## config.mk

```make
export PLATFORM = sky130hd
export DESIGN_NAME = cartridge_bank_mapper
export DESIGN_NICKNAME = d
export VERILOG_FILES = /design/src/hw/rtl/cbm_pkg.sv /design/src/hw/rtl/cartridge_bank_mapper.sv
export SDC_FILE = /design/constraint.sdc
export NUM_CORES = 1
export LEC_CHECK = 0
export BUFFER_PORTS_ARGS = -buffer_cell sky130_fd_sc_hd__buf_2
export CAP_MARGIN = 40
export CORE_MARGIN = 1.5
export CORE_UTILIZATION = 53
export CTS_CLUSTER_DIAMETER = 200
export DETAILED_ROUTE_END_ITERATION = 7
export PLACE_DENSITY = 0.85
export SLEW_MARGIN = 5
export SYNTH_ARGS = -nofsm -noshare
export SYNTH_HDL_FRONTEND = slang
export SYNTH_SLANG_ARGS = --single-unit
```

## constraint.sdc

```tcl
create_clock -name clk -period 2.22 [get_ports clk]
set_input_delay 0.333 -clock clk [delete_from_list [all_inputs] [get_ports clk]]
set_output_delay 0.333 -clock clk [all_outputs]
set_load 0.02 [all_outputs]
```

## src/hw/rtl/cbm_pkg.sv

```systemverilog
`timescale 1ns / 1ps
// ----------------------------------------------------------------------------
// cbm_pkg: shared types and constants of the cartridge bank mapper
// Item structs, target and mode codes, register masks and address widths.
// ----------------------------------------------------------------------------
package cbm_pkg;

  localparam int RamAddrBits = 20;
  localparam int RomAddrBits = 24;
  localparam int MemAddrW    = 24;
  localparam int NumRegs     = 16;
  localparam int RegIdxW     = $clog2(NumRegs);

  localparam logic [MemAddrW-1:0] RamAddrMask = MemAddrW'((64'd1 << RamAddrBits) - 64'd1);
  localparam logic [MemAddrW-1:0] RomAddrMask = MemAddrW'((64'd1 << RomAddrBits) - 64'd1);

  typedef enum logic {
    OP_READ  = 1'b0,
    OP_WRITE = 1'b1
  } opcode_t;

  typedef enum logic [1:0] {
    TGT_NONE  = 2'd0,
    TGT_FLASH = 2'd1,
    TGT_RAM   = 2'd2,
    TGT_REG   = 2'd3
  } target_t;

  typedef enum logic [1:0] {
    MODE_OFF    = 2'd0,
    MODE_FLASH  = 2'd1,
    MODE_RAM_RO = 2'd2,
    MODE_RAM_RW = 2'd3
  } mode_t;

  localparam logic [RegIdxW-1:0] RegCtrl    = 4'd0;
  localparam logic [RegIdxW-1:0] RegCfgLow  = 4'd1;
  localparam logic [RegIdxW-1:0] RegCfgBlk  = 4'd2;
  localparam logic [RegIdxW-1:0] RegSpare   = 4'd3;
  localparam logic [RegIdxW-1:0] BankRam123 = 4'd4;
  localparam logic [RegIdxW-1:0] BankIo     = 4'd6;
  localparam logic [RegIdxW-1:0] BankBlk1   = 4'd8;
  localparam logic [RegIdxW-1:0] BankBlk2   = 4'd10;
  localparam logic [RegIdxW-1:0] BankBlk3   = 4'd12;
  localparam logic [RegIdxW-1:0] BankBlk5   = 4'd14;

  localparam logic [7:0] CfgBlkReset = 8'h40;
  localparam logic [7:0] IoOffBit    = 8'h80;

  typedef struct packed {
    opcode_t    opcode;
    logic [15:0] address;
    logic [7:0]  write_data;
    logic [7:0]  video_bus_last;
    logic [7:0]  cpu_bus_last;
  } req_t;

  typedef struct packed {
    target_t             target;
    logic [MemAddrW-1:0] mem_address;
    logic                mem_write;
    logic [7:0]          mem_data;
    logic [7:0]          read_data;
    logic                drives_bus;
  } rsp_t;

  function automatic logic [7:0] reg_mask(input logic [RegIdxW-1:0] idx);
    logic [7:0] m;
    unique case (idx)
      RegCtrl:   m = 8'h81;
      RegCfgLow: m = 8'h3f;
      RegCfgBlk: m = 8'hff;
      RegSpare:  m = 8'h00;
      default:   m = idx[0] ? 8'h07 : 8'hff;
    endcase
    return m;
  endfunction

endpackage

```

## src/hw/rtl/cartridge_bank_mapper.sv

```systemverilog
`timescale 1ns / 1ps
// ----------------------------------------------------------------------------
// cartridge_bank_mapper: host bus window decode and bank address mapping
// Decodes one bus access per item, keeps the sixteen mapper registers and
// issues a flash, RAM, register or no-target result.
// ----------------------------------------------------------------------------
//   channel | dir | handshake           | payload
//   req     | in  | req_valid/req_ready | cbm_pkg::req_t
//   rsp     | out | rsp_valid/rsp_ready | cbm_pkg::rsp_t
//
// One item per cycle unless rsp stalls; rsp_valid rises the cycle after
// acceptance. Decode and bank add are done in the accepting cycle and land
// in the result register. A stalled result still takes a new item in the
// cycle it is consumed. Reset and register writes load the mapper registers.
// ----------------------------------------------------------------------------
module cartridge_bank_mapper (
  input  logic          clk,
  input  logic          rst,
  input  logic          req_valid,
  output logic          req_ready,
  input  cbm_pkg::req_t req,
  output logic          rsp_valid,
  input  logic          rsp_ready,
  output cbm_pkg::rsp_t rsp
);

  logic [7:0] mapper_regs [cbm_pkg::NumRegs];
  logic       accept;
  logic       wr;
  logic       io;
  logic       mapped;
  logic       reg_wr;
  logic [cbm_pkg::RegIdxW-1:0] breg;
  logic [cbm_pkg::RegIdxW-1:0] ridx;
  cbm_pkg::mode_t mode;
  logic [cbm_pkg::MemAddrW-1:0] sum;
  cbm_pkg::rsp_t rsp_next;

  assign req_ready = !rsp_valid || rsp_ready;
  assign accept    = req_valid && req_ready;
  assign wr        = (req.opcode == cbm_pkg::OP_WRITE);
  assign ridx      = req.address[cbm_pkg::RegIdxW-1:0];

  assign sum = {mapper_regs[breg + 4'd1][2:0], mapper_regs[breg], 13'b0}
             + {11'b0, req.address[12:0]};

  always_comb begin
    rsp_next    = '0;
    mode        = cbm_pkg::MODE_OFF;
    breg        = cbm_pkg::BankRam123;
    io          = 1'b0;
    mapped      = 1'b1;
    reg_wr      = 1'b0;
    if (req.address >= 16'h0400 && req.address <= 16'h0fff) begin
      mode = cbm_pkg::mode_t'(mapper_regs[cbm_pkg::RegCfgLow][1:0]);
      breg = cbm_pkg::BankRam123;
    end else if (req.address >= 16'h2000 && req.address <= 16'h3fff) begin
      mode = cbm_pkg::mode_t'(mapper_regs[cbm_pkg::RegCfgBlk][1:0]);
      breg = cbm_pkg::BankBlk1;
    end else if (req.address >= 16'h4000 && req.address <= 16'h7fff) begin
      if (req.address[13]) begin
        mode = cbm_pkg::mode_t'(mapper_regs[cbm_pkg::RegCfgBlk][5:4]);
        breg = cbm_pkg::BankBlk3;
      end else begin
        mode = cbm_pkg::mode_t'(mapper_regs[cbm_pkg::RegCfgBlk][3:2]);
        breg = cbm_pkg::BankBlk2;
      end
    end else if (req.address >= 16'ha000 && req.address <= 16'hbfff) begin
      mode = cbm_pkg::mode_t'(mapper_regs[cbm_pkg::RegCfgBlk][7:6]);
      breg = cbm_pkg::BankBlk5;
    end else if (req.address >= 16'h9800 && req.address <= 16'h9fff) begin
      mapped = 1'b0;
      if ((mapper_regs[cbm_pkg::RegCtrl] & cbm_pkg::IoOffBit) != 8'h00) begin
        rsp_next.read_data = wr ? 8'h00 : req.cpu_bus_last;
      end else if ((req.address[10:0] & 11'h7f0) == 11'h3f0) begin
        rsp_next.target = cbm_pkg::TGT_REG;
        if (wr) begin
          reg_wr = 1'b1;
        end else begin
          rsp_next.read_data  = mapper_regs[ridx];
          rsp_next.drives_bus = 1'b1;
        end
      end else begin
        mapped = 1'b1;
        io     = 1'b1;
        breg   = cbm_pkg::BankIo;
        mode   = req.address[9] ? cbm_pkg::mode_t'(mapper_regs[cbm_pkg::RegCfgLow][5:4])
                                : cbm_pkg::mode_t'(mapper_regs[cbm_pkg::RegCfgLow][3:2]);
      end
    end else begin
      mapped = 1'b0;
      rsp_next.read_data = wr ? 8'h00 : req.video_bus_last;
    end

    if (mapped) begin
      if (mode == cbm_pkg::MODE_OFF || (wr && mode == cbm_pkg::MODE_RAM_RO)) begin
        rsp_next.read_data = wr ? 8'h00 : req.video_bus_last;
      end else begin
        if (mode == cbm_pkg::MODE_FLASH) begin
          rsp_next.target      = cbm_pkg::TGT_FLASH;
          rsp_next.mem_address = sum & cbm_pkg::RomAddrMask;
        end else begin
          rsp_next.target      = cbm_pkg::TGT_RAM;
          rsp_next.mem_address = sum & cbm_pkg::RamAddrMask;
        end
        rsp_next.mem_write  = wr;
        rsp_next.mem_data   = wr ? req.write_data : 8'h00;
        rsp_next.drives_bus = !wr && io;
      end
    end
  end

  always_ff @(posedge clk) begin
    if (rst) begin
      for (int i = 0; i < cbm_pkg::NumRegs; i++) begin
        mapper_regs[i] <= 8'h00;
      end
      mapper_regs[cbm_pkg::RegCfgBlk] <= cbm_pkg::CfgBlkReset;
    end else if (accept && reg_wr) begin
      mapper_regs[ridx] <= cbm_pkg::reg_mask(ridx) & req.write_data;
    end
  end

  always_ff @(posedge clk) begin
    if (rst) begin
      rsp_valid <= 1'b0;
    end else if (accept) begin
      rsp_valid <= 1'b1;
    end else if (rsp_ready) begin
      rsp_valid <= 1'b0;
    end
  end

  always_ff @(posedge clk) begin
    if (accept) begin
      rsp <= rsp_next;
    end
  end

  a_io_off_sticky: assert property (@(posedge clk) disable iff (rst)
    mapper_regs[cbm_pkg::RegCtrl][7] |=> mapper_regs[cbm_pkg::RegCtrl][7])
    else $error("I/O disable bit cleared without reset");

  a_reg3_zero: assert property (@(posedge clk) disable iff (rst)
    mapper_regs[cbm_pkg::RegSpare] == 8'h00)
    else $error("unused mapper register holds nonzero bits");

  a_ram_addr_width: assert property (@(posedge clk) disable iff (rst)
    rsp_valid && rsp.target == cbm_pkg::TGT_RAM |->
      (rsp.mem_address & ~cbm_pkg::RamAddrMask) == '0)
    else $error("RAM address exceeds RAM width");

  a_write_no_drive: assert property (@(posedge clk) disable iff (rst)
    rsp_valid && rsp.mem_write |-> !rsp.drives_bus && rsp.read_data == 8'h00)
    else $error("memory write drives the bus");

  a_none_quiet: assert property (@(posedge clk) disable iff (rst)
    rsp_valid && (rsp.target == cbm_pkg::TGT_NONE || rsp.target == cbm_pkg::TGT_REG) |->
      rsp.mem_address == '0 && !rsp.mem_write && rsp.mem_data == 8'h00)
    else $error("memory request fields set without memory target");

endmodule
```

==> metrics.txt, run 1 <==
pin count of the biggest net entering global routing=45; post-route design area=0.0102 mm²; DRT Wirelength=21.3 mm; width of the die=127 µm; CTS tree=built; fillers=995; outcome=completed; via/cell ratio=5.98; clk_lat worst skew=0.44 ns; Clock Skew=0.00616 ns; # setup viols final=0; number of synthesized flops with an enable pin=172; Avg WL per Cell=21.6 µm; worst min path class=input pin to flop; Die Span Y=127 µm; final period utilization=0.970; clock-pin slew on the worst setup and hold paths=0.07 ns; post-synthesis cell type count=51; area grow syn2layout=25.4%; power per cell area=765 mW/mm²; yosys warns=0; Starting DRT DRC Count=710; Async SR Flop Fraction=0; Util after Layout=0.674; area taken by multi-input logic gates=0.00302 mm²; Detail Placement HPWL=15.8 mm; routed via count=5880; commonest register cell after synthesis=edfxtp_1; worst path required time=2.38 ns; static leakage=4.02 nW; net switching power=2.08 mW; CP Launch Type=flop; Seq/Total Area, Yosys=0.639; sw frac=0.267; IO Count=91; die footprint=0.0161 mm²; Max VDD drop=0.574 mV; vias in the first global route=5744; ratio of cells with drive above 1 in the final layout=0.334; setup bufs post-CTS=0; register bit total from synthesis=173; worst-margin pin slew=0.767 ns; Syn Area/Cell=13.8 µm²; final worst slack=0.0661 ns; RD Place Congestion=0.938; commonest non-fill, non-tap cell in the layout=edfxtp_1; Core ar.=0.0151 mm²; relative slew slack=0.485; register area=0.00518 mm²; first-pass GRT wire length=32.6 mm; logic gate share of total power=0.120; clock power share=0.383; RSZ-0062 raised after global routing=true; Period minus WS final=2.15 ns; post-synthesis cell area=0.00811 mm²; endpoint class of the critical path=flop; row cnt=45; Num CTS Buffers=17; Starting Density=0.538; Int Pwr=5.70 mW; commonest cells after routing, fill and taps aside=edfxtp_1 (172), nor2_1 (105), buf_2 (90), buf_4 (64), conb_1 (46); Total GRT Usage=0.278; H-tree depth=4; Overflow after GRT=0; critical path class=flop to flop; Slew Limit Fails=0; crit-path max FO=8; drt drc=0; Clock Path Buffers=2; final antenna-violating net count=0; Placement Setup Slack=-0.232 ns; Hold Buf Count CTS=0; reg2reg setup slack=0.07 ns; clk root buf=clkbuf_16; FMAX=464 MHz; final hold violations=0; Area after DPL=0.00951 mm²; Sequential Power Share=0.496; # diodes=0; Synth Instances=588; net count reported at finish=828; number of port buffers=90; initial antenna violation count=0; Max Cap Viol=0; First-pass DRT Iterations=7; Data arrival, critical path=2.32 ns; Clock Sink Count=173; Setup TNS Final=0 ns
==> synth_stat cells, types with 2 or more instances <==
cell type	count	area share
nor2b_1	14	0.011
inv_1	7	0.0032
and2_1	21	0.016
nand2_2	3	0.0023
nand2_1	29	0.013
a211oi_1	13	0.012
or3_4	2	0.0028
a21o_1	2	0.0018
nand4b_1	2	0.0022
o21bai_1	2	0.0018
edfxtp_1	172	0.64
nand3_1	2	0.0012
nor2_1	106	0.049
a2bb2oi_1	9	0.0097
a21oi_1	29	0.018
nand2b_1	21	0.016
nor3_1	6	0.0037
o22ai_1	12	0.0093
o31ai_1	4	0.0037
xnor2_1	2	0.0022
mux2i_1	22	0.027
buf_2	13	0.0080
o21ai_0	2	0.0012
buf_1	2	0.00093
a22oi_1	17	0.016
clkbuf_1	17	0.0079
mux2_2	2	0.0028
mux4_2	32	0.089
==> final timing paths <==
path	depth (start not counted)	start	endpoint
setup reg to reg	6	mapper_regs[1][5]	rsp[2]
hold / removal	3	req_valid	rsp_valid
setup / recovery	6	mapper_regs[1][5]	rsp[2]
hold reg to reg	2	rsp_valid	rsp_valid
==> timing repair <==
action	in CTS	in global routing
pin swaps	4	2
resized for setup	7	7
setup endpoints to repair	11	73
endpoints found under the hold margin	0	0
==> per-stage QoR <==
stage | hold WS, ns | instances | total power [mW]
finish | 0.164 | 984 | 7.78
global route | 0.180 | 984 | 8.00
CTS | 0.151 | 984 | 7.78
detailed placement | 0.554 | 952 | 4.84
global placement | 0.519 | 952 | 4.81
floorplan | 0.462 | 633 | 4.45
==> worst max-delay path, cell delays in order (launching register included) <==
cell and delay [ns]:
edfxtp_1 0.40, mux2_2 0.31, nand3_1 0.11, nor4_2 0.06, a2111oi_4 0.49, o221ai_2 0.29
a2bb2oi_1 0.21
==> power by group through the flow <==
stage          Combinational (mW)  Clock (mW)  Sequential [mW]
3_5_place_dp                0.906           0             3.93
6_report                    0.937        2.98             3.86
5_1_grt                     0.989        3.14             3.88
3_3_place_gp                0.885           0             3.93
4_1_cts                     0.914        3.01             3.86
2_1_floorplan               0.461           0             3.99
==> layout make-up <==
| type | count | area share |
|---|---|---|
| sequential | 173 | 0.510 |
| clock buffer | 17 | 0.0418 |
| inverter | 7 | 0.00258 |
| tap | 188 | 0.0231 |
| clock inverter | 15 | 0.0173 |
| timing repair buffer | 164 | 0.109 |
| multi-input combinational | 420 | 0.297 |
==> state kept, by name, summed over array words and instances (netlist names) <==
signal,count
rsp,44
rsp_valid,1
mapper_regs,128
==> cell families after synthesis <==
logic type,Yosys count,synth area share
AOI/OAI and AO/OA,97,0.0853
muxes,56,0.119
DFF,173,0.639
xor gates and xnor gates,2,0.00216
and+or+nand+nor,219,0.134
other,1,0.000462
buffers and inverters,40,0.0207
==> routing by layer <==
layer | vias to the layer above | GRT usage | wire, µm
met5 | - | 0 | 0
met4 | 0 | 0.112 | 676
met3 | 62 | 0.0637 | 2020
met2 | 386 | 0.463 | 10300
met1 | 2849 | 0.358 | 8260
li1 | 2583 | - | -
Note: power is estimated with default switching activity, not from simulation.
==> inputs of run 2 (changes only) <==
--- a/config.mk
+++ b/config.mk
@@ -6,12 +6,12 @@
 export NUM_CORES = 1
 export LEC_CHECK = 0
 export BUFFER_PORTS_ARGS = -buffer_cell sky130_fd_sc_hd__buf_2
-export CAP_MARGIN = 40
 export CORE_MARGIN = 1.5
 export CORE_UTILIZATION = 53
 export CTS_CLUSTER_DIAMETER = 200
 export DETAILED_ROUTE_END_ITERATION = 7
 export PLACE_DENSITY = 0.85
+export RECOVER_POWER = 100
 export SLEW_MARGIN = 5
 export SYNTH_ARGS = -nofsm -noshare
 export SYNTH_HDL_FRONTEND = slang
==> run 2 against run 1 <==
Worst hold slack about the same. Setup slack worse by 0.033 ns. Sequential cell count is the same. Sequential power barely moved. Register-to-register slack worse by 0.03 ns. Critical path depth did not move. Highest routed layer unchanged. Cell count unchanged. Via count down 0.63%. Core utilization decreased by 0.64 points. Clock power about the same. Cell area decreased by 0.95%. First-iteration DRC count increased by 5.5%.
==> metrics.txt, run 2 (synthesized netlist as in run 1, its figures left out) <==
net switching power=2.09 mW (was 2.08 mW); final worst slack=0.0330 ns (was 0.0661 ns); Clock Sink Count=173 (unchanged); final antenna-violating net count=0 (unchanged); Clock Skew=0.00918 ns (was 0.00616 ns); Starting Density=0.538 (unchanged); Biggest register=mapper_regs (unchanged); Starting DRT DRC Count=749 (was 710); crit-path max cell delay=0.43 ns (was 0.49 ns); Slew Limit Fails=0 (unchanged); IO Count=91 (unchanged); via/cell ratio=5.94 (was 5.98); CP Launch Type=flop (unchanged); Max VDD drop=0.576 mV (was 0.574 mV); First-pass DRT Iterations=7 (unchanged); Overflow after GRT=0 (unchanged); Core ar.=0.0151 mm² (unchanged); hold path depth=3 (unchanged); Placement Setup Slack=-0.232 ns (unchanged); row cnt=45 (unchanged); # diodes=0 (unchanged); Avg WL per Cell=21.8 µm (was 21.6 µm); routed wl met2=10.4 mm (was 10.3 mm); worst path required time=2.36 ns (was 2.38 ns); biggest regs=mapper_regs: 128 flops, rsp: 44 flops, rsp_valid: 1 flops (unchanged); drt drc=0 (unchanged); net count reported at finish=828 (unchanged); worst-margin pin slew=1.06 ns (was 0.767 ns); crit-path max FO=8 (unchanged); FMAX=457 MHz (was 464 MHz); outcome=completed (unchanged); setup bufs post-CTS=0 (unchanged); commonest non-fill, non-tap cell in the layout=edfxtp_1 (unchanged); DRT Wirelength=21.4 mm (was 21.3 mm); number of port buffers=90 (unchanged); relative slew slack=0.291 (was 0.485); crit path cell chain=or3_4 -> or3_4 -> nor3_1 -> buf_4 -> nand2_1 -> nand2b_2 (was mux2_2 -> nand3_1 -> nor4_2 -> a2111oi_4 -> o221ai_2 -> a2bb2oi_1); Met1 Wirelength=8.28 mm (was 8.26 mm); final hold violations=0 (unchanged); FF-to-FF End=mapper_regs[12][4] (was rsp[2]); Power Total=7.77 mW (was 7.78 mW); Die Span Y=127 µm (unchanged); top layer in use=met4 (unchanged); first-pass GRT wire length=32.6 mm (unchanged); sw frac=0.269 (was 0.267); final period utilization=0.985 (was 0.970); clk_lat worst skew=0.45 ns (was 0.44 ns); Int Pwr=5.68 mW (was 5.70 mW); Largest register FFs=128 (unchanged); R2R depth=6 (unchanged); Worst Hold End=rsp_valid (unchanged); Hold Startpoint=req_valid (unchanged); H-tree depth=4 (unchanged); pin count of the biggest net entering global routing=45 (unchanged); clock power share=0.385 (was 0.383); worst min path class=input pin to flop (unchanged); Sequential Power Share=0.498 (was 0.496); met3 wire len=2.08 mm (was 2.02 mm); ratio of cells with drive above 1 in the final layout=0.265 (was 0.334); Max stage delay cell, worst path=edfxtp_1 (was a2111oi_4); # setup viols final=0 (unchanged); clk root buf=clkbuf_16 (unchanged); commonest cells after routing, fill and taps aside=edfxtp_1 (172), nor2_1 (106), buf_4 (58), clkbuf_1 (51), conb_1 (46) (was edfxtp_1 (172), nor2_1 (105), buf_2 (90), buf_4 (64), conb_1 (46)); initial antenna violation count=0 (unchanged); Num CTS Buffers=17 (unchanged); area grow syn2layout=24.2% (was 25.4%); reg2reg setup slack=0.03 ns (was 0.07 ns); routed via count=5843 (was 5880); static leakage=3.86 nW (was 4.02 nW); width of the die=127 µm (unchanged); die footprint=0.0161 mm² (unchanged); RD Place Congestion=0.938 (unchanged); CTS tree=built (unchanged); cell repeated most along the worst path=or3_4; vias in the first global route=5744 (unchanged); fillers=1034 (was 995); RSZ-0062 raised after global routing=true (unchanged); Detail Placement HPWL=15.8 mm (unchanged); clock-pin slew on the worst setup and hold paths=0.07 ns (about the same); endpoint class of the critical path=flop (unchanged); critical path class=flop to flop (unchanged); power per cell area=771 mW/mm² (was 765 mW/mm²); Data arrival, critical path=2.33 ns (was 2.32 ns); Max Cap Viol=0 (unchanged); Period minus WS final=2.19 ns (was 2.15 ns); Clock Path Buffers=2 (unchanged); Total GRT Usage=0.278 (unchanged); FF-to-FF Start=mapper_regs[0][7] (was mapper_regs[1][5]); logic gate share of total power=0.118 (was 0.120)
==> run 2: changes by cell type in the layout (fill, tap and decap cells not counted) <==
cell	change
nand2_2	-2
buf_4	-6
clkbuf_1	+51
nor3_1	+1
nor2_4	-1
buf_2	-46
nor3_2	-1
clkbuf_2	+1
nor2_1	+1
nand2_1	+2
==> run 2: worst max-delay path, delay by kind of cell (launching register included) <==
kind	cells	cell delay (ns)
buffers and inverters	1	0.19
DFF	1	0.43
and+or+nand+nor	5	1.27
==> run 2: worst max path at each step <==
| stage | endpoint | cells past startpoint | slack, ns | start |
|---|---|---|---|---|
| 4_1_cts | mapper_regs[5][2] | 6 | 0.003 | mapper_regs[0][7] |
| 6_report | mapper_regs[12][4] | 6 | 0.03 | mapper_regs[0][7] |
| 3_3_place_gp | mapper_regs[13][3] | 9 | -0.20 | req[34] |
| 5_1_grt | rsp[28] | 5 | -0.05 | mapper_regs[0][7] |
| 3_5_place_dp | mapper_regs[15][7] | 9 | -0.23 | req[34] |
| 2_1_floorplan | mapper_regs[13][0] | 6 | 0.001 | req[34] |
==> run 2: timing repair <==
item,in CTS,in global routing
gates resized for setup,7,7
endpoints found under the setup margin,11,73
pin swaps,4,2
hold buffers,0,0
==> run 2: final cells by class <==
cell class,count,area (µm²),share of cell area
clock buffers,17,425,0.0422
repair buffers,164,1030,0.102
flip-flops and latches,173,5180,0.514
inverters,7,26.3,0.00261
well taps,188,235,0.0233
multi-input cells,420,3000,0.298
clock inverters,15,176,0.0175
==> run 2: power by group through the flow <==
| stage | sequential (mW) | combinational [mW] | clock (mW) |
|---|---|---|---|
| finish | 3.87 | 0.914 | 2.99 |
| global route | 3.88 | 0.967 | 3.14 |
| floorplan | 3.99 | 0.461 | 0 |
| CTS | 3.86 | 0.914 | 3.01 |
| global placement | 3.93 | 0.885 | 0 |
| detailed placement | 3.93 | 0.906 | 0 |
==> run 2: routing by layer <==
metal | GRT usage | vias to the layer above
li1 | - | 2577
met1 | 0.358 | 2815
met2 | 0.463 | 397
met3 | 0.0637 | 54
met4 | 0.112 | 0
met5 | 0 | -
==> run 2: per-stage QoR <==
stage,util,instances,TNS (ns),hold slack [ns],area (µm²)
after CTS,0.672,984,0,0.151,10100
final,0.668,984,0,0.164,10100
after detailed placement,0.630,952,-28.01,0.554,9510
after global placement,0.630,952,-17.33,0.519,9510
after floorplan,-,633,0,0.462,8330
after global routing,0.668,984,-0.999,0.180,10100
